$ cat config.mk
export PLATFORM = sky130hd
export DESIGN_NAME = word_definition_record_scanner
export DESIGN_NICKNAME = d
export VERILOG_FILES = /design/src/hw/rtl/wdrs_pkg.sv /design/src/hw/rtl/wdrs_scan.sv /design/src/hw/rtl/wdrs_rfifo.sv /design/src/hw/rtl/word_definition_record_scanner.sv
export VERILOG_INCLUDE_DIRS = /design/src /design/src/hw/rtl
export SDC_FILE = /design/constraint.sdc
export NUM_CORES = 1
export LEC_CHECK = 0
export ABC_AREA = 1
export BUFFER_PORTS_ARGS = -buffer_cell sky130_fd_sc_hd__clkbuf_2
export CORE_MARGIN = 2
export CORE_UTILIZATION = 45
export DETAILED_ROUTE_END_ITERATION = 8
export SLEW_MARGIN = 20
export SYNTH_ARGS = -nofsm -noshare
export SYNTH_HDL_FRONTEND = slang
export SYNTH_SLANG_ARGS = --single-unit
$ cat constraint.sdc
create_clock -name clk -period 14 [get_ports clk]
set_clock_uncertainty 0.15 [all_clocks]
set_input_delay 0 -clock clk [delete_from_list [all_inputs] [get_ports clk]]
set_output_delay 0 -clock clk [all_outputs]
set_load 0.01 [all_outputs]
$ cat src/hw/rtl/word_definition_record_scanner_assert.svh
// Assertion macros shared by the record scanner RTL.
// Users must have clk and rst_n in scope where a macro is used.
`ifndef WORD_DEFINITION_RECORD_SCANNER_ASSERT_SVH
`define WORD_DEFINITION_RECORD_SCANNER_ASSERT_SVH

// Checked only while the block is out of reset.
`define WDRS_ASSERT(label, prop, msg) \
  label: assert property (@(posedge clk) disable iff (!rst_n) prop) else $error(msg);

// Checked at every edge, reset included.
`define WDRS_ASSERT_ALWAYS(label, prop, msg) \
  label: assert property (@(posedge clk) prop) else $error(msg);

`endif

$ cat src/hw/rtl/wdrs_pkg.sv
// Package for the word definition record scanner: payload types, codes and constants.
// No dependencies; imported by every RTL module of the block.
`default_nettype none

package wdrs_pkg;

  typedef enum logic [1:0] {
    ST_ACCEPTED      = 2'd0,
    ST_EMPTY_WORD    = 2'd1,
    ST_WORD_TOO_LONG = 2'd2,
    ST_NO_RECORD     = 2'd3
  } status_t;

  typedef struct packed {
    logic [7:0] data_byte;
    logic       end_of_file;
  } in_item_t;

  typedef struct packed {
    logic [31:0] record_offset;
    logic [5:0]  word_length;
    logic [31:0] def_length;
    status_t     status;
    logic        stream_end;
  } out_item_t;

  // Results produced by one input byte, in delivery order.
  typedef struct packed {
    logic [1:0] count;
    out_item_t  res0;
    out_item_t  res1;
  } scan_res_t;

  localparam logic [5:0] WORD_LEN_RESET = 6'd60;
  localparam logic [5:0] WORD_SAT       = 6'd63;
  localparam logic [7:0] CH_AT          = 8'h40;
  localparam logic [7:0] CH_NL          = 8'h0A;
  localparam logic [7:0] CH_SP          = 8'h20;
  localparam int         RES_DEPTH      = 4;

endpackage

`default_nettype wire

$ cat src/hw/rtl/wdrs_scan.sv
// Record scanner state and per-byte result logic.
// Depends on wdrs_pkg and word_definition_record_scanner_assert.svh.
`default_nettype none
`include "word_definition_record_scanner_assert.svh"

module wdrs_scan
  import wdrs_pkg::*;
#(
  parameter int OFFSET_BITS = 32
) (
  input  wire logic        clk,
  input  wire logic        rst_n,
  input  wire logic        step,
  input  wire in_item_t    item,
  input  wire logic [5:0]  max_word_length,
  output scan_res_t        res
);

  localparam int EXT_W = (OFFSET_BITS > 32) ? OFFSET_BITS : 32;
  localparam logic [OFFSET_BITS-1:0] DC_MAX = '1;

  logic [OFFSET_BITS-1:0] byte_pos_r, byte_pos_nxt;
  logic                   prev_nl_r, prev_nl_nxt;
  logic                   in_record_r, in_record_nxt;
  logic                   sep_r, sep_nxt;
  logic [OFFSET_BITS-1:0] rec_start_r, rec_start_nxt;
  logic [5:0]             word_cnt_r, word_cnt_nxt;
  logic [OFFSET_BITS-1:0] def_cnt_r, def_cnt_nxt;

  function automatic logic [31:0] ext32(input logic [OFFSET_BITS-1:0] v);
    logic [EXT_W-1:0] w;
    w = EXT_W'(v);
    return w[31:0];
  endfunction

  function automatic out_item_t make_rec(input logic [OFFSET_BITS-1:0] rs,
                                         input logic [5:0] wc,
                                         input logic [OFFSET_BITS-1:0] dc,
                                         input logic fin,
                                         input logic [5:0] mwl);
    out_item_t r;
    r.record_offset = ext32(rs);
    r.word_length   = wc;
    r.def_length    = ext32(dc);
    r.stream_end    = fin;
    if (wc == 6'd0) begin
      r.status = ST_EMPTY_WORD;
    end else if (wc == WORD_SAT || wc > mwl) begin
      r.status = ST_WORD_TOO_LONG;
    end else begin
      r.status = ST_ACCEPTED;
    end
    return r;
  endfunction

  logic      is_nl;
  logic      marker;
  logic      closing;
  out_item_t close_res;
  out_item_t eof_res;

  always_comb begin
    is_nl   = (item.data_byte == CH_NL);
    marker  = prev_nl_r && (item.data_byte == CH_AT);
    closing = in_record_r && marker;

    in_record_nxt = in_record_r;
    sep_nxt       = sep_r;
    rec_start_nxt = rec_start_r;
    word_cnt_nxt  = word_cnt_r;
    def_cnt_nxt   = def_cnt_r;

    close_res = make_rec(rec_start_r, word_cnt_r, def_cnt_r, 1'b0, max_word_length);

    if (marker) begin
      in_record_nxt = 1'b1;
      sep_nxt       = 1'b0;
      rec_start_nxt = byte_pos_r + OFFSET_BITS'(1);
      word_cnt_nxt  = 6'd0;
      def_cnt_nxt   = '0;
    end else if (in_record_r) begin
      // A held-back newline turns out to be record content.
      if (prev_nl_r) begin
        if (!sep_nxt) begin
          sep_nxt = 1'b1;
        end else if (def_cnt_nxt != DC_MAX) begin
          def_cnt_nxt = def_cnt_nxt + OFFSET_BITS'(1);
        end
      end
      if (!is_nl || item.end_of_file) begin
        if (!sep_nxt) begin
          if (item.data_byte == CH_SP || is_nl) begin
            sep_nxt = 1'b1;
          end else if (word_cnt_nxt != WORD_SAT) begin
            word_cnt_nxt = word_cnt_nxt + 6'd1;
          end
        end else if (def_cnt_nxt != DC_MAX) begin
          def_cnt_nxt = def_cnt_nxt + OFFSET_BITS'(1);
        end
      end
    end

    if (in_record_nxt) begin
      eof_res = make_rec(rec_start_nxt, word_cnt_nxt, def_cnt_nxt, 1'b1, max_word_length);
    end else begin
      eof_res.record_offset = 32'd0;
      eof_res.word_length   = 6'd0;
      eof_res.def_length    = 32'd0;
      eof_res.status        = ST_NO_RECORD;
      eof_res.stream_end    = 1'b1;
    end

    res.res0 = closing ? close_res : eof_res;
    res.res1 = eof_res;
    if (closing && item.end_of_file) begin
      res.count = 2'd2;
    end else if (closing || item.end_of_file) begin
      res.count = 2'd1;
    end else begin
      res.count = 2'd0;
    end

    prev_nl_nxt  = is_nl;
    byte_pos_nxt = byte_pos_r + OFFSET_BITS'(1);

    // The end of the file returns the stream state to its reset values.
    if (item.end_of_file) begin
      prev_nl_nxt   = 1'b1;
      byte_pos_nxt  = '0;
      in_record_nxt = 1'b0;
      sep_nxt       = 1'b0;
      rec_start_nxt = '0;
      word_cnt_nxt  = 6'd0;
      def_cnt_nxt   = '0;
    end
  end

  always_ff @(posedge clk) begin
    if (!rst_n) begin
      byte_pos_r  <= '0;
      prev_nl_r   <= 1'b1;
      in_record_r <= 1'b0;
      sep_r       <= 1'b0;
      rec_start_r <= '0;
      word_cnt_r  <= 6'd0;
      def_cnt_r   <= '0;
    end else if (step) begin
      byte_pos_r  <= byte_pos_nxt;
      prev_nl_r   <= prev_nl_nxt;
      in_record_r <= in_record_nxt;
      sep_r       <= sep_nxt;
      rec_start_r <= rec_start_nxt;
      word_cnt_r  <= word_cnt_nxt;
      def_cnt_r   <= def_cnt_nxt;
    end
  end

  `WDRS_ASSERT(a_eof_clears, step && item.end_of_file |=> byte_pos_r == '0 && !in_record_r && prev_nl_r, "end of file did not clear the stream state")
  `WDRS_ASSERT(a_two_results_order, res.count == 2'd2 |-> res.res1.stream_end && !res.res0.stream_end, "second result must be the final one")

endmodule

`default_nettype wire

$ cat src/hw/rtl/wdrs_rfifo.sv
// Small result queue that takes up to two results per cycle and delivers one while out_ready is high.
// Depends on wdrs_pkg and word_definition_record_scanner_assert.svh.
`default_nettype none
`include "word_definition_record_scanner_assert.svh"

module wdrs_rfifo
  import wdrs_pkg::*;
(
  input  wire logic      clk,
  input  wire logic      rst_n,
  input  wire logic      push,
  input  wire scan_res_t push_res,
  output logic           room2,
  output logic           out_valid,
  input  wire logic      out_ready,
  output out_item_t      out_item
);

  localparam int PTR_W = $clog2(RES_DEPTH);
  localparam int CNT_W = $clog2(RES_DEPTH + 1);

  out_item_t              mem [RES_DEPTH];
  logic [PTR_W-1:0]       wr_ptr_r, wr_ptr_nxt;
  logic [PTR_W-1:0]       rd_ptr_r, rd_ptr_nxt;
  logic [CNT_W-1:0]       count_r, count_nxt;
  logic [1:0]             push_n;
  logic                   pop;

  always_comb begin
    push_n     = push ? push_res.count : 2'd0;
    pop        = out_valid && out_ready;
    wr_ptr_nxt = wr_ptr_r + PTR_W'(push_n);
    rd_ptr_nxt = rd_ptr_r + PTR_W'(pop);
    count_nxt  = count_r + CNT_W'(push_n) - CNT_W'(pop);
  end

  assign room2     = (count_r <= CNT_W'(RES_DEPTH - 2));
  assign out_valid = (count_r != '0);
  assign out_item  = mem[rd_ptr_r];

  always_ff @(posedge clk) begin
    if (push_n != 2'd0) begin
      mem[wr_ptr_r] <= push_res.res0;
    end
    if (push_n == 2'd2) begin
      mem[wr_ptr_r + PTR_W'(1)] <= push_res.res1;
    end
  end

  always_ff @(posedge clk) begin
    if (!rst_n) begin
      wr_ptr_r <= '0;
      rd_ptr_r <= '0;
      count_r  <= '0;
    end else begin
      wr_ptr_r <= wr_ptr_nxt;
      rd_ptr_r <= rd_ptr_nxt;
      count_r  <= count_nxt;
    end
  end

  `WDRS_ASSERT(a_no_overflow, push_n != 2'd0 |-> room2, "result queue written without room")
  `WDRS_ASSERT_ALWAYS(a_count_bound, !rst_n || count_r <= CNT_W'(RES_DEPTH), "result queue count out of range")
  `WDRS_ASSERT(a_ptr_track, wr_ptr_r == rd_ptr_r + PTR_W'(count_r), "result queue pointers disagree with count")

endmodule

`default_nettype wire

$ cat src/hw/rtl/word_definition_record_scanner.sv
// Top level of the word definition record scanner.
// Depends on wdrs_pkg, wdrs_scan and wdrs_rfifo.
//
// Usage:
// The input channel (in_valid, in_ready, in_item) carries one file byte per
// transaction, with end_of_file set on the final byte. The result channel
// (out_valid, out_ready, out_item) carries one record result per transaction.
// A byte yields no result, one result, or two results when a newline-'@'
// pair that closes a record ends the file. The configuration channel
// (cfg_valid, cfg_ready, cfg_wdata) writes the maximum word length and is
// always ready; write it only while no byte is in flight.
// A result passes through the input register and then the result queue
// before it is offered.
// Throughput: one byte per cycle, set by the single registered pass from the
// input register into the four-entry result queue; a byte moves on when the
// queue has room for two results.
// Reset (rst_n low, synchronous) empties both registers, restarts the stream
// at offset 0 and sets the maximum word length to 60. When the receiver
// stalls, results wait in the queue; in_ready drops when two will not fit.
`default_nettype none

module word_definition_record_scanner
  import wdrs_pkg::*;
#(
  parameter int OFFSET_BITS = 32
) (
  input  wire logic       clk,
  input  wire logic       rst_n,
  input  wire logic       in_valid,
  output logic            in_ready,
  input  wire in_item_t   in_item,
  output logic            out_valid,
  input  wire logic       out_ready,
  output out_item_t       out_item,
  input  wire logic       cfg_valid,
  output logic            cfg_ready,
  input  wire logic [5:0] cfg_wdata
);

  logic       in_valid_r;
  in_item_t   in_item_r;
  logic [5:0] max_word_length_r;
  logic       room2;
  logic       step;
  scan_res_t  scan_res;

  assign step      = in_valid_r && room2;
  assign in_ready  = !in_valid_r || step;
  assign cfg_ready = 1'b1;

  always_ff @(posedge clk) begin
    if (!rst_n) begin
      in_valid_r        <= 1'b0;
      max_word_length_r <= WORD_LEN_RESET;
    end else begin
      if (in_ready) begin
        in_valid_r <= in_valid;
      end
      if (cfg_valid && cfg_ready) begin
        max_word_length_r <= cfg_wdata;
      end
    end
  end

  always_ff @(posedge clk) begin
    if (in_valid && in_ready) begin
      in_item_r <= in_item;
    end
  end

  wdrs_scan #(
    .OFFSET_BITS(OFFSET_BITS)
  ) u_scan (
    .clk             (clk),
    .rst_n           (rst_n),
    .step            (step),
    .item            (in_item_r),
    .max_word_length (max_word_length_r),
    .res             (scan_res)
  );

  wdrs_rfifo u_rfifo (
    .clk       (clk),
    .rst_n     (rst_n),
    .push      (step),
    .push_res  (scan_res),
    .room2     (room2),
    .out_valid (out_valid),
    .out_ready (out_ready),
    .out_item  (out_item)
  );

endmodule

`default_nettype wire
Word-level counts from Yosys, hierarchy flattened --
Memories as Yosys holds them, arrays and structs flattened. A register that Yosys moved wholly into a read port is not among the register bits. Cells that the tools add are included.
Storage, ports and cells: memories 1, RAM bits 292, word-level logic and storage cells 103, input bits 20, output and inout bits 76, bits in registers 128
Memories:
- u_rfifo.mem | depth 4, bits a word 73, read ports 1, clocked after memory_dff 1, write ports 2, line wdrs_rfifo.sv:22 | out_item_t mem [RES_DEPTH];
Cells by class: equality and inequality tests 9, multiplexer cells 47, reductions and logical operators 20, add/subtract/negate cells 9, order comparisons 3
Operators with widths (count):
- $mux W32 | 14
- $mux W73 | 2
- $add A32 B1 Y32 const B | 3
- $ne A32 B32 Y1 const B | 2
- $mux W6 | 7
- $mux W1 | 17
- $mux W2 | 7
- $eq A6 B6 Y1 const B | 2
- $gt A6 B6 Y1 | 2
- $logic_not A6 Y1 | 2
- $eq A8 B4 Y1 const B | 1
- $eq A8 B6 Y1 const B | 1
- $eq A8 B7 Y1 const B | 1
- $add A6 B1 Y6 const B | 1
- $logic_and A1 B1 Y1 | 6
- $logic_or A1 B1 Y1 | 6
- $ne A6 B6 Y1 const B | 1
- $reduce_bool A3 Y1 | 2
- $add A3 B2 Y3 | 1
- $le A3 B2 Y1 const B | 1
- $sub A3 B1 Y3 | 1
- $add A2 B1 Y2 | 1
- $add A2 B1 Y2 const B | 1
- $add A2 B2 Y2 | 1
- 4 further kinds | 5

Logic depth before layout (Yosys ltp) --
Gate-level depths: netlist (run 1).
depth in word-level cells 14, gate-level depth with buffers 23, gate-level depth less buffers 23

Hierarchy --
A second synthesis (run 1) with hierarchy kept.
Unflattened totals: cell total of the unflattened synthesis 3183, area total of the unflattened synthesis 24743.7 um^2
Modules (own cells, without submodules):
- wdrs_rfifo | cells each 1494, instances 1, area each 14929.3 um^2, sequential area each 8908.5 um^2
- wdrs_scan | cells each 1644, instances 1, area each 9281.4 um^2, sequential area each 2102.0 um^2
- word_definition_record_scanner | cells each 45, instances 1, area each 533.0 um^2, sequential area each 410.4 um^2

Least setup slack after synthesis (run 1) --
OpenSTA, ideal clock, no wires.
path kind register to register, start point register u_scan.prev_nl_r, end point memory u_rfifo.mem[2][10] in the netlist's numbering (data pin), data required time 13.703 ns, arrival time 4.473 ns, setup slack 9.230 ns, stages on the path, launching flop included 15, cells stage by stage dfxtp_1 -> inv_1 -> nor3_1 -> nand2_1 -> nor2_1 -> ha_1 -> inv_1 -> nor2_1 -> nor2_1 -> nor3_1 -> inv_2 -> nand2_1 -> inv_2 -> clkbuf_1 -> a21oi_1
RTL lines:
- start, declared | line wdrs_scan.sv:23 | logic prev_nl_r, prev_nl_nxt;
- start signal, assigned | line wdrs_scan.sv:149 | prev_nl_r <= prev_nl_nxt;
- end, declared | line wdrs_rfifo.sv:22

==> results of run 1 <==
-- state kept, by name (all words and copies together), names as in the netlist --
name / flops
u_scan.sep_r: 1
max_word_length_r: 6
u_scan.def_cnt_r: 32
u_rfifo.rd_ptr_r: 2
u_rfifo.count_r: 3
in_item_r: 9
in_valid_r: 1
u_scan.rec_start_r: 32
u_rfifo.mem: 292
u_scan.prev_nl_r: 1
u_rfifo.wr_ptr_r: 2
u_scan.in_record_r: 1
u_scan.byte_pos_r: 32
u_scan.word_cnt_r: 6
-- worst max-delay path by stage --
stage	slack (ns)	startpoint	endpoint
detailed placement	8.38	in_item_r[3]	u_rfifo.mem[0][51]
floorplan	9.23	u_scan.prev_nl_r	u_rfifo.mem[2][10]
CTS	8.37	in_item_r[3]	u_rfifo.mem[0][17]
finish	8.20	in_item_r[3]	u_rfifo.mem[2][20]
global route	7.91	in_item_r[1]	u_rfifo.mem[2][20]
global placement	8.48	in_item_r[3]	u_rfifo.mem[0][48]
-- critical path, stage by stage (launching register included) --
cell	delay, ns
edfxtp_1	0.31
inv_1	0.03
nand2_1	0.06
inv_1	0.05
nand2_1	0.10
inv_1	0.08
nand2_2	0.06
buf_4	0.59
nor2_1	0.31
ha_1	0.39
inv_1	0.04
nor2_1	0.20
nor2_1	0.16
nor3_1	0.85
inv_2	0.65
nand2_4	0.63
buf_4	0.68
-- layout by cell type, fill, tap and decap left out, types with 4 or more instances in the layout --
cell / Yosys / final
clkbuf_8: 0 / 5
inv_1: 207 / 200
clkinv_2: 0 / 10
nor4_1: 7 / 6
nor2_4: 6 / 7
nor3_1: 36 / 36
nand2_4: 2 / 6
nand4_1: 61 / 61
ha_1: 23 / 23
edfxtp_1: 297 / 297
buf_4: 3 / 25
clkbuf_2: 0 / 94
nand2_1: 676 / 671
nand2_2: 12 / 13
clkbuf_1: 150 / 12
nor2_2: 13 / 13
o211ai_1: 4 / 4
dfxtp_1: 123 / 120
o21ai_1: 5 / 6
inv_2: 17 / 22
xnor2_1: 9 / 9
xor2_1: 21 / 21
or2_2: 15 / 15
clkinv_1: 2 / 8
o21bai_1: 6 / 6
nand4_2: 4 / 4
clkbuf_16: 0 / 48
nand3_2: 36 / 36
nor2_1: 316 / 315
o22ai_1: 194 / 194
dlygate4sd3_1: 0 / 41
a21oi_1: 288 / 288
o21ai_0: 218 / 217
nand3b_1: 4 / 4
nand3_1: 147 / 147
-- power groups by stage --
stage,Sequential [uW],Clock (uW),Combinational (uW)
3_5_place_dp,1410,0,588
4_1_cts,1380,1240,599
2_1_floorplan,1390,0,370
5_1_grt,1390,1280,648
6_report,1380,1230,596
3_3_place_gp,1410,0,583
-- cells by family after synthesis --
logic type / after synthesis
flops: 420
other cells: 1
simple gates: 1342
mux: 1
xor+xnor: 30
fa+ha+maj: 24
buf+inv: 407
compound gates: 727
-- layout make-up --
cell class	instances	area [um2]	share of cell area, %
clock buffers	65	1320	5.03
repair buffers	160	1070	4.09
inverters	226	853	3.26
flip-flops and latches	420	11400	43.5
clock inverters	22	189	0.722
multi-input cells	2125	10500	40.1
well taps	680	851	3.25
-- routing by layer --
metal	share of wire, %	track usage (%)
met3	12	7.20
met5	0	0
met2	41	40.8
met4	1.4	5.53
met1	46	44.7
-- per-stage QoR --
| step | util (%) | hold WS (ns) | setup slack [ns] | instances |
|---|---|---|---|---|
| after floorplan | - | -0.0511 | 9.23 | 2952 |
| after global placement | 47.2 | 0.0265 | 8.48 | 3570 |
| after detailed placement | 47.2 | 0.0291 | 8.38 | 3570 |
| after CTS | 50.9 | 0.0636 | 8.37 | 3698 |
| after global routing | 50.9 | 0.108 | 7.91 | 3698 |
| final | 50.9 | 0.105 | 8.20 | 3698 |
==> impl_metrics.csv, run 1 <==
group,metric,value,unit
yosys,ys_types,52,
routing,ant_nets,0,
yosys,synth_top_area_share,38.1,%
clocking,cts_tree,"yes",
floorplanning,die_width,232,um
floorplanning,dieArea,0.0538,mm2
timing,slew_headroom,21.8,%
hold_path,holdPathEnd,"in_valid_r",
timing,post-route-period-util,41.4,%
timing,max_freq,0.173,GHz
yosys,synth-compound-area-share,16.9,%
yosys,synth_nets,2996,
yosys,synth_top_family_by_area,"simple AND/OR/NAND/NOR gates",
clocking,insertion_delay,0.60,ns
yosys,yosys.area_share.simple,25.3,%
global_routing,antenna_found_initial,0,
yosys,yosysWarnings,0,
critical_path,reg2reg_slack,8.20,ns
clocking,postCtsResizedCells,0,
timing,maxSlewViolCount,0,
pwr,p_sw,978,uW
critical_path,worstRegToRegCells,16,
yosys,syn_area,0.0234,mm2
routing,viasPerCell,5.94,
critical_path,reg2reg_from,"in_item_r[3]",
pwr,irDropWorstVdd,0.102,mV
timing,fin_setup_tns,0,ns
clocking,cts_made_buffers,48,
yosys,synth.most_common_cell,"nand2_1",
clocking,cts_sinks,420,
critical_path,cp-start-kind,"flop",
yosys,ys_seq_area_share,48.6,%
placed_design,port_buffers,94,
timing,setup-violations-final,0,
routing,drc,0,
routing,wirelength,79.1,mm
yosys,synth_edf_count,297,
pwr,power_frac_comb,18.6,%
clocking,postCtsSetupRepairBufs,0,
global_routing,grt_start_max_net_pins,98,
finish,drive_gt1_share,10.4,%
flow_run,drv_cap,0,
yosys,synth.mux.area_fraction,0.0428,%
finish,n_fill_cell,4853,
yosys,syn_inst,2952,
placed_design,placed_area,0.0242,mm2
yosys,ys_seq_elements,420,
yosys,synth-xor-area-share,1.12,%
clocking,cts_root_buffer,"clkbuf_16",
critical_path,critPathMaxFanout,61,
global_routing,grt_use_total,29.0,%
critical_path,critPathRequiredTime,14.07,ns
timing,finalHoldViolCount,0,
yosys,synth_area_per_cell,7.93,um2
pwr,power.leakage,0.00870,uW
hold_path,hp-start,"in_valid",
critical_path,critPathKind,"flop to flop",
finish,design_area,0.0262,mm2
critical_path,worstSetupEndpointType,"flop",
routing,first_iter_violations,2953,
yosys,synth-async-reset-ratio,0,%
finish,antenna_cells,0,
hold_path,hold_path.class,"input port to flop",
critical_path,regToRegEndpoint,"u_rfifo.mem[2][20]",
finish,fin_nets,3025,
hold_path,hold_depth,4,
yosys,ys_top_cells_by_count,"676 x nand2_1, 316 x nor2_1, 297 x edfxtp_1",
global_routing,overflow,0,
pwr,p_sw_share,30.5,%
finish,syn_to_final_growth,11.8,%
timing,rsz0062_at_grt,"no",
routing,drt_first_pass_iters,5,
floorplanning,rows,83,
floorplanning,initial_core_util,45.5,%
placed_design,hpwl,51.0,mm
global_routing,grt_pass1_wl,120,mm
pwr,p_seq_share,43.2,%
routing,route.vias.total,21962,
pwr,power.internal,2230,uW
run_status,status,"complete, no violations",
placed_design,gp_congestion,0.937,
timing,tightest_slew,1.16,ns
yosys,synth_ff_type,"edfxtp_1",
yosys,synth.area.top_cells,"edfxtp_1 38%, nand2_1 11%, dfxtp_1 11%, a21oi_1 6.2%, o22ai_1 5.2%",
yosys,synth_top_area_cell,"edfxtp_1",
clocking,ctsHoldBuffers,41,
floorplanning,fp.dieH,232,um
global_routing,grt_pass1_vias,19865,
timing,period_needed,5.80,ns
pwr,p_per_area,123,mW/mm2
yosys,synthAdderAreaFrac,1.32,%
critical_path,crit_arrival,5.87,ns
clocking,path_clk_slew,0.06,ns
routing,wl_per_cell,21.4,um
clocking,htreeDepth,2,
pwr,total_power,3200,uW
clocking,cts_buffer_depth,3,
floorplanning,core,0.0514,mm2
pwr,p_clk_share,38.2,%
floorplanning,pin_count,96,
(Power assumes the default switching activity.)
==> inputs of run 2 (changes only) <==
clock period = 5 ns   (was 14 ns; I/O delays follow)
==> impl_metrics.csv, run 2 (synthesized netlist as in run 1, its figures left out) <==
group,metric,value,unit
timing,finalHoldViolCount,0,
hold_path,hold_path.class,"input port to flop",
routing,wl_per_cell,21.6,um
clocking,cts_tree,"yes",
pwr,p_seq_share,43.0,%
critical_path,worstSetupEndpointType,"flop",
routing,drc,0,
global_routing,grt_pass1_vias,20689,
timing,max_freq,0.238,GHz
critical_path,critPathMaxFanout,28,
critical_path,critPathRequiredTime,5.15,ns
routing,ant_nets,0,
critical_path,critPathKind,"flop to flop",
critical_path,cp-start-kind,"flop",
timing,rsz0062_at_grt,"no",
global_routing,antenna_found_initial,1,
routing,wirelength,80.7,mm
pwr,power.internal,6170,uW
routing,first_iter_violations,2599,
clocking,cts_made_buffers,47,
critical_path,crit_arrival,4.36,ns
finish,fin_nets,3052,
timing,maxSlewViolCount,0,
global_routing,grt_use_total,29.6,%
pwr,p_per_area,341,mW/mm2
timing,slew_headroom,29.3,%
floorplanning,initial_core_util,45.5,%
floorplanning,fp.dieH,232,um
hold_path,holdPathEnd,"in_valid_r",
clocking,cts_buffer_depth,3,
flow_run,drv_cap,0,
global_routing,grt_start_max_net_pins,82,
placed_design,gp_congestion,0.935,
floorplanning,dieArea,0.0538,mm2
placed_design,hpwl,50.0,mm
clocking,cts_sinks,420,
finish,final_cell_mix,"671 x nand2_1, 315 x nor2_1, 297 x edfxtp_1",
global_routing,overflow,0,
timing,setup-violations-final,0,
pwr,p_sw,2840,uW
hold_path,hold_depth,4,
critical_path,worstRegToRegCells,22,
clocking,path_clk_slew,0.06,ns
finish,fin_util,51.3,%
finish,top_register,"u_rfifo.mem",
critical_path,reg2reg_from,"u_scan.def_cnt_r[1]",
floorplanning,core,0.0514,mm2
floorplanning,pin_count,96,
global_routing,grt_pass1_wl,122,mm
floorplanning,rows,83,
critical_path,regToRegEndpoint,"u_rfifo.mem[0][6]",
timing,setup_slack,0.797,ns
timing,tightest_slew,1.06,ns
timing,fin_setup_tns,0,ns
pwr,p_sw_share,31.6,%
finish,largest_reg_flops,292,
pwr,p_clk_share,37.3,%
pwr,power_frac_comb,19.6,%
pwr,power.leakage,0.00872,uW
finish,antenna_cells,0,
timing,post-route-period-util,84.1,%
run_status,status,"complete, no violations",
routing,drt_first_pass_iters,6,
critical_path,reg2reg_slack,0.80,ns
placed_design,dp_worst_setup_slack,0.871,ns
finish,syn_to_final_growth,12.8,%
routing,viasPerCell,5.92,
placed_design,port_buffers,94,
clocking,cts_root_buffer,"clkbuf_16",
timing,period_needed,4.20,ns
pwr,irDropWorstVdd,0.220,mV
finish,drive_gt1_share,11.2,%
clocking,insertion_delay,0.60,ns
routing,route.vias.total,22072,
hold_path,hp-start,"in_valid",
clocking,htreeDepth,2,
finish,final_common_cell,"nand2_1",
floorplanning,die_width,232,um
[run 2: cell count changes in the layout (fill, tap and decap cells not counted), moves of 2 or more]
cell and change:
clkinv_2 +4, clkbuf_16 +2, clkbuf_8 -3, dlygate4sd3_1 +3
buf_4 +22, bufinv_16 -2, buf_12 +3
[run 2: cell type report]
cell class                 count  area (um2)
tap                          680         851
timing repair buffer         188        1320
clock buffer                  64        1320
multi-input combinational   2125       10500
clock inverter                24         164
fill                        4839       25000
sequential                   420       11400
inverter                     226         855
[run 2: worst max-delay path by stage]
| stage | startpoint | endpoint | slack (ns) | cells after the start |
|---|---|---|---|---|
| after detailed placement | u_scan.def_cnt_r[0] | u_rfifo.mem[2][6] | 0.87 | 22 |
| after floorplan | u_scan.prev_nl_r | u_rfifo.mem[2][10] | 0.23 | 14 |
| after CTS | u_scan.def_cnt_r[1] | u_rfifo.mem[2][6] | 0.84 | 22 |
| final | u_scan.def_cnt_r[1] | u_rfifo.mem[0][6] | 0.80 | 22 |
| after global placement | u_scan.def_cnt_r[1] | u_rfifo.mem[2][7] | 0.97 | 21 |
| after global routing | u_scan.def_cnt_r[0] | u_rfifo.mem[0][7] | 0.42 | 21 |
[run 2: power by group through the flow]
| stage | Combinational [uW] | Sequential [uW] | Clock, uW |
|---|---|---|---|
| after floorplan | 1040 | 3880 | 0 |
| final | 1770 | 3880 | 3370 |
| after detailed placement | 1720 | 3950 | 0 |
| after global placement | 1700 | 3950 | 0 |
| after global routing | 1900 | 3890 | 3540 |
| after CTS | 1750 | 3880 | 3410 |
[run 2: critical path, cell delays in order (launching register included)]
cell     delay, ns
dfxtp_1       0.41
ha_1          0.31
inv_1         0.10
nor2_4        0.14
nand2_1       0.13
nor2_2        0.18
nand2_4       0.20
nand2_2       0.22
nand2_1       0.09
nand2_1       0.12
ha_1          0.20
nand2_1       0.10
nor2_4        0.13
nand3_2       0.19
nor2_4        0.20
nand3_4       0.09
buf_4         0.22
nand2_1       0.13
inv_2         0.06
nand2_1       0.06
nand3_1       0.10
nand4_1       0.25
a21oi_1       0.11
[run 2: layer usage]
| metal | vias to the layer above | part of all wire, % | global-route usage (%) |
|---|---|---|---|
| met3 | 102 | 10 | 7.04 |
| met1 | 10662 | 46 | 44.1 |
| met5 | - | 0 | 0 |
| li1 | 10297 | - | - |
| met2 | 1011 | 42 | 43.6 |
| met4 | 0 | 1.7 | 6.31 |
[run 2: what timing repair did]
action	CTS	global route
endpoints found under the hold margin	32	0
resized for setup	0	0
hold buffers	44	0
setup buffers	0	0
[run 2: through the flow]
stage               power (uW)  area, um2  hold WS (ns)  std cells
finish                    9010      26400        0.0514       3727
global route              9330      26400        0.0539       3727
CTS                       9030      26400        0.0305       3727
detailed placement        5670      24500        0.0293       3595
global placement          5650      24500        0.0273       3595
floorplan                 4920      23400       -0.0511       2952
==> inputs of run 3 (changes only) <==
clock period = 3.5 ns   (was 5 ns; I/O delays follow)
==> impl_metrics.csv, run 3 (synthesized netlist as in run 1, its figures left out) <==
group,metric,value,unit
routing,drt_first_pass_iters,5,
placed_design,gp_congestion,0.970,
pwr,p_per_area,470,mW/mm2
timing,maxSlewViolCount,0,
flow_run,drv_cap,0,
critical_path,worstSetupEndpointType,"flop",
clocking,cts_sinks,420,
floorplanning,core,0.0514,mm2
routing,route.vias.total,23098,
finish,design_area,0.0289,mm2
finish,top_register,"u_rfifo.mem",
routing,top_signal_layer_used,"met5",
finish,syn_to_final_growth,23.6,%
finish,drive_gt1_share,20.1,%
routing,wirelength,85.0,mm
pwr,power.leakage,0.0102,uW
routing,wl_met1,37.6,mm
critical_path,crit_arrival,3.64,ns
timing,rsz0062_at_grt,"yes",
clocking,cts_tree,"yes",
routing,ant_nets,0,
timing,finalHoldViolCount,0,
placed_design,port_buffers,94,
clocking,cts_buffer_depth,3,
critical_path,crit_slowest_cell,"dfxtp_2",
clocking,cts_made_buffers,48,
clocking,path_clk_slew,0.06,ns
finish,largest_reg_flops,292,
finish,antenna_cells,0,
global_routing,overflow,0,
global_routing,grt_use_total,31.0,%
placed_design,hpwl,53.2,mm
timing,post-route-period-util,98.4,%
hold_path,holdPathEnd,"max_word_length_r[4]",
critical_path,critPathKind,"flop to flop",
critical_path,cp-start-kind,"flop",
critical_path,critPathMaxStageDelay,0.39,ns
routing,dr_wl_met3,9.19,mm
clocking,insertion_delay,0.60,ns
floorplanning,rows,83,
routing,wl_per_cell,21.7,um
floorplanning,initial_core_util,45.5,%
timing,tightest_slew,1.08,ns
hold_path,hold_depth,3,
timing,period_needed,3.44,ns
run_status,status,"complete, no violations",
global_routing,grt_pass1_vias,21248,
global_routing,grt_pass1_wl,128,mm
critical_path,critPathMaxFanout,8,
routing,wl_met2,36.6,mm
critical_path,path_cells,"nand2_2 > nor2_4 > nand2_4 > nor2_4 > nand4_1 > buf_4 > xor2_1 > nand2_1 > nor2_1 > nand2_1 > nor2_1 > buf_4 > nand3_4 > nand2_2 > inv_1 > nand3_1 > nand3_2 > nand3_4 > a21oi_1",
global_routing,grt_start_max_net_pins,148,
hold_path,hp-start,"cfg_valid",
finish,final_cell_mix,"640 x nand2_1, 297 x edfxtp_1, 295 x nor2_1",
floorplanning,die_width,232,um
floorplanning,dieArea,0.0538,mm2
placed_design,placed_area,0.0261,mm2
routing,drc,0,
global_routing,antenna_found_initial,1,
floorplanning,pin_count,96,
timing,setup-violations-final,0,
critical_path,reg2reg_from,"u_scan.def_cnt_r[9]",
timing,max_freq,0.290,GHz
timing,whs,0.122,ns
floorplanning,fp.dieH,232,um
finish,final_common_cell,"nand2_1",
clocking,htreeDepth,2,
clocking,cts_root_buffer,"clkbuf_16",
routing,viasPerCell,5.89,
pwr,irDropWorstVdd,0.443,mV
hold_path,hold_path.class,"input port to flop",
critical_path,critPathRequiredTime,3.70,ns
placed_design,dp_cells,3770,
critical_path,regToRegEndpoint,"u_rfifo.mem[0][20]",
routing,first_iter_violations,2672,
critical_path,reg2reg_slack,0.06,ns
critical_path,worstRegToRegCells,19,
timing,slew_headroom,28.2,%
finish,fin_nets,3243,
finish,fin_cells,3919,
run 3: cell types whose count changed in the layout (fill, tap and decap cells not counted), sizes merged:
cell / previous run / this run
buf: 50 / 239
bufinv: 0 / 9
clkbuf: 158 / 155
inv: 224 / 222
clkinv: 24 / 23
clkinvlp: 2 / 1
nand2: 690 / 691
run 3: metrics by stage:
step                setup TNS, ns  utilization [%]  power [uW]  setup WS [ns]
floorplan                       0                -        7020         0.0216
global placement            -1.95             50.7        8120        -0.0802
detailed placement          -2.95             50.7        8170        -0.0893
CTS                      -0.00349             55.1       13600       -0.00214
global route               -0.871             56.3       14000        -0.0490
finish                          0             56.3       13600         0.0573
run 3: per-layer routing:
metal  global-route usage, %  vias to the layer above
met3                    6.52                      120
li1                        -                    10710
met1                    46.3                    11065
met4                    7.13                        2
met5                       0                        -
met2                    45.9                     1201
run 3: critical path, delay by kind of cell, from the launching register on:
family / cells / cell delay, ns
xor gates and xnor gates: 1 / 0.16
buffers and inverters: 3 / 0.45
DFF: 1 / 0.39
and+or+nand+nor: 14 / 1.93
AOI/OAI and AO/OA: 1 / 0.09
run 3: final cells by class:
class                      count  area, um2
sequential                   420      11400
tap                          680        851
timing repair buffer         377       3020
multi-input combinational   2126      11100
clock inverter                29        432
inverter                     226        857
clock buffer                  61       1270
fill                        4721      22500
run 3: where the power goes:
group / total (uW) / leakage (uW) / switching, uW / internal (uW)
Clock: 5450 / 0.000827 / 2190 / 3260
Combinational: 2680 / 0.00558 / 1860 / 815
Sequential: 5460 / 0.00378 / 57.3 / 5400
run 3: timing repair:
item                                    4_1_cts  5_1_grt
hold endpoints to repair                     34        0
pin swaps                                     4       40
gates resized for setup                      18      139
cloned                                        1        0
endpoints found under the setup margin      118      183
hold buffers                                 44        0
setup buffers                                 1       13
run 3: worst max-delay path by stage:
stage | start | slack, ns | endpoint | depth (start not counted)
floorplan | u_scan.prev_nl_r | 0.02 | u_rfifo.mem[0][10] | 14
global placement | u_scan.def_cnt_r[0] | -0.08 | u_rfifo.mem[3][13] | 21
detailed placement | u_scan.def_cnt_r[12] | -0.09 | u_rfifo.mem[0][12] | 20
CTS | u_scan.def_cnt_r[0] | -0.002 | u_rfifo.mem[2][26] | 23
global route | u_scan.def_cnt_r[0] | -0.05 | u_rfifo.mem[1][28] | 23
finish | u_scan.def_cnt_r[9] | 0.06 | u_rfifo.mem[0][20] | 19
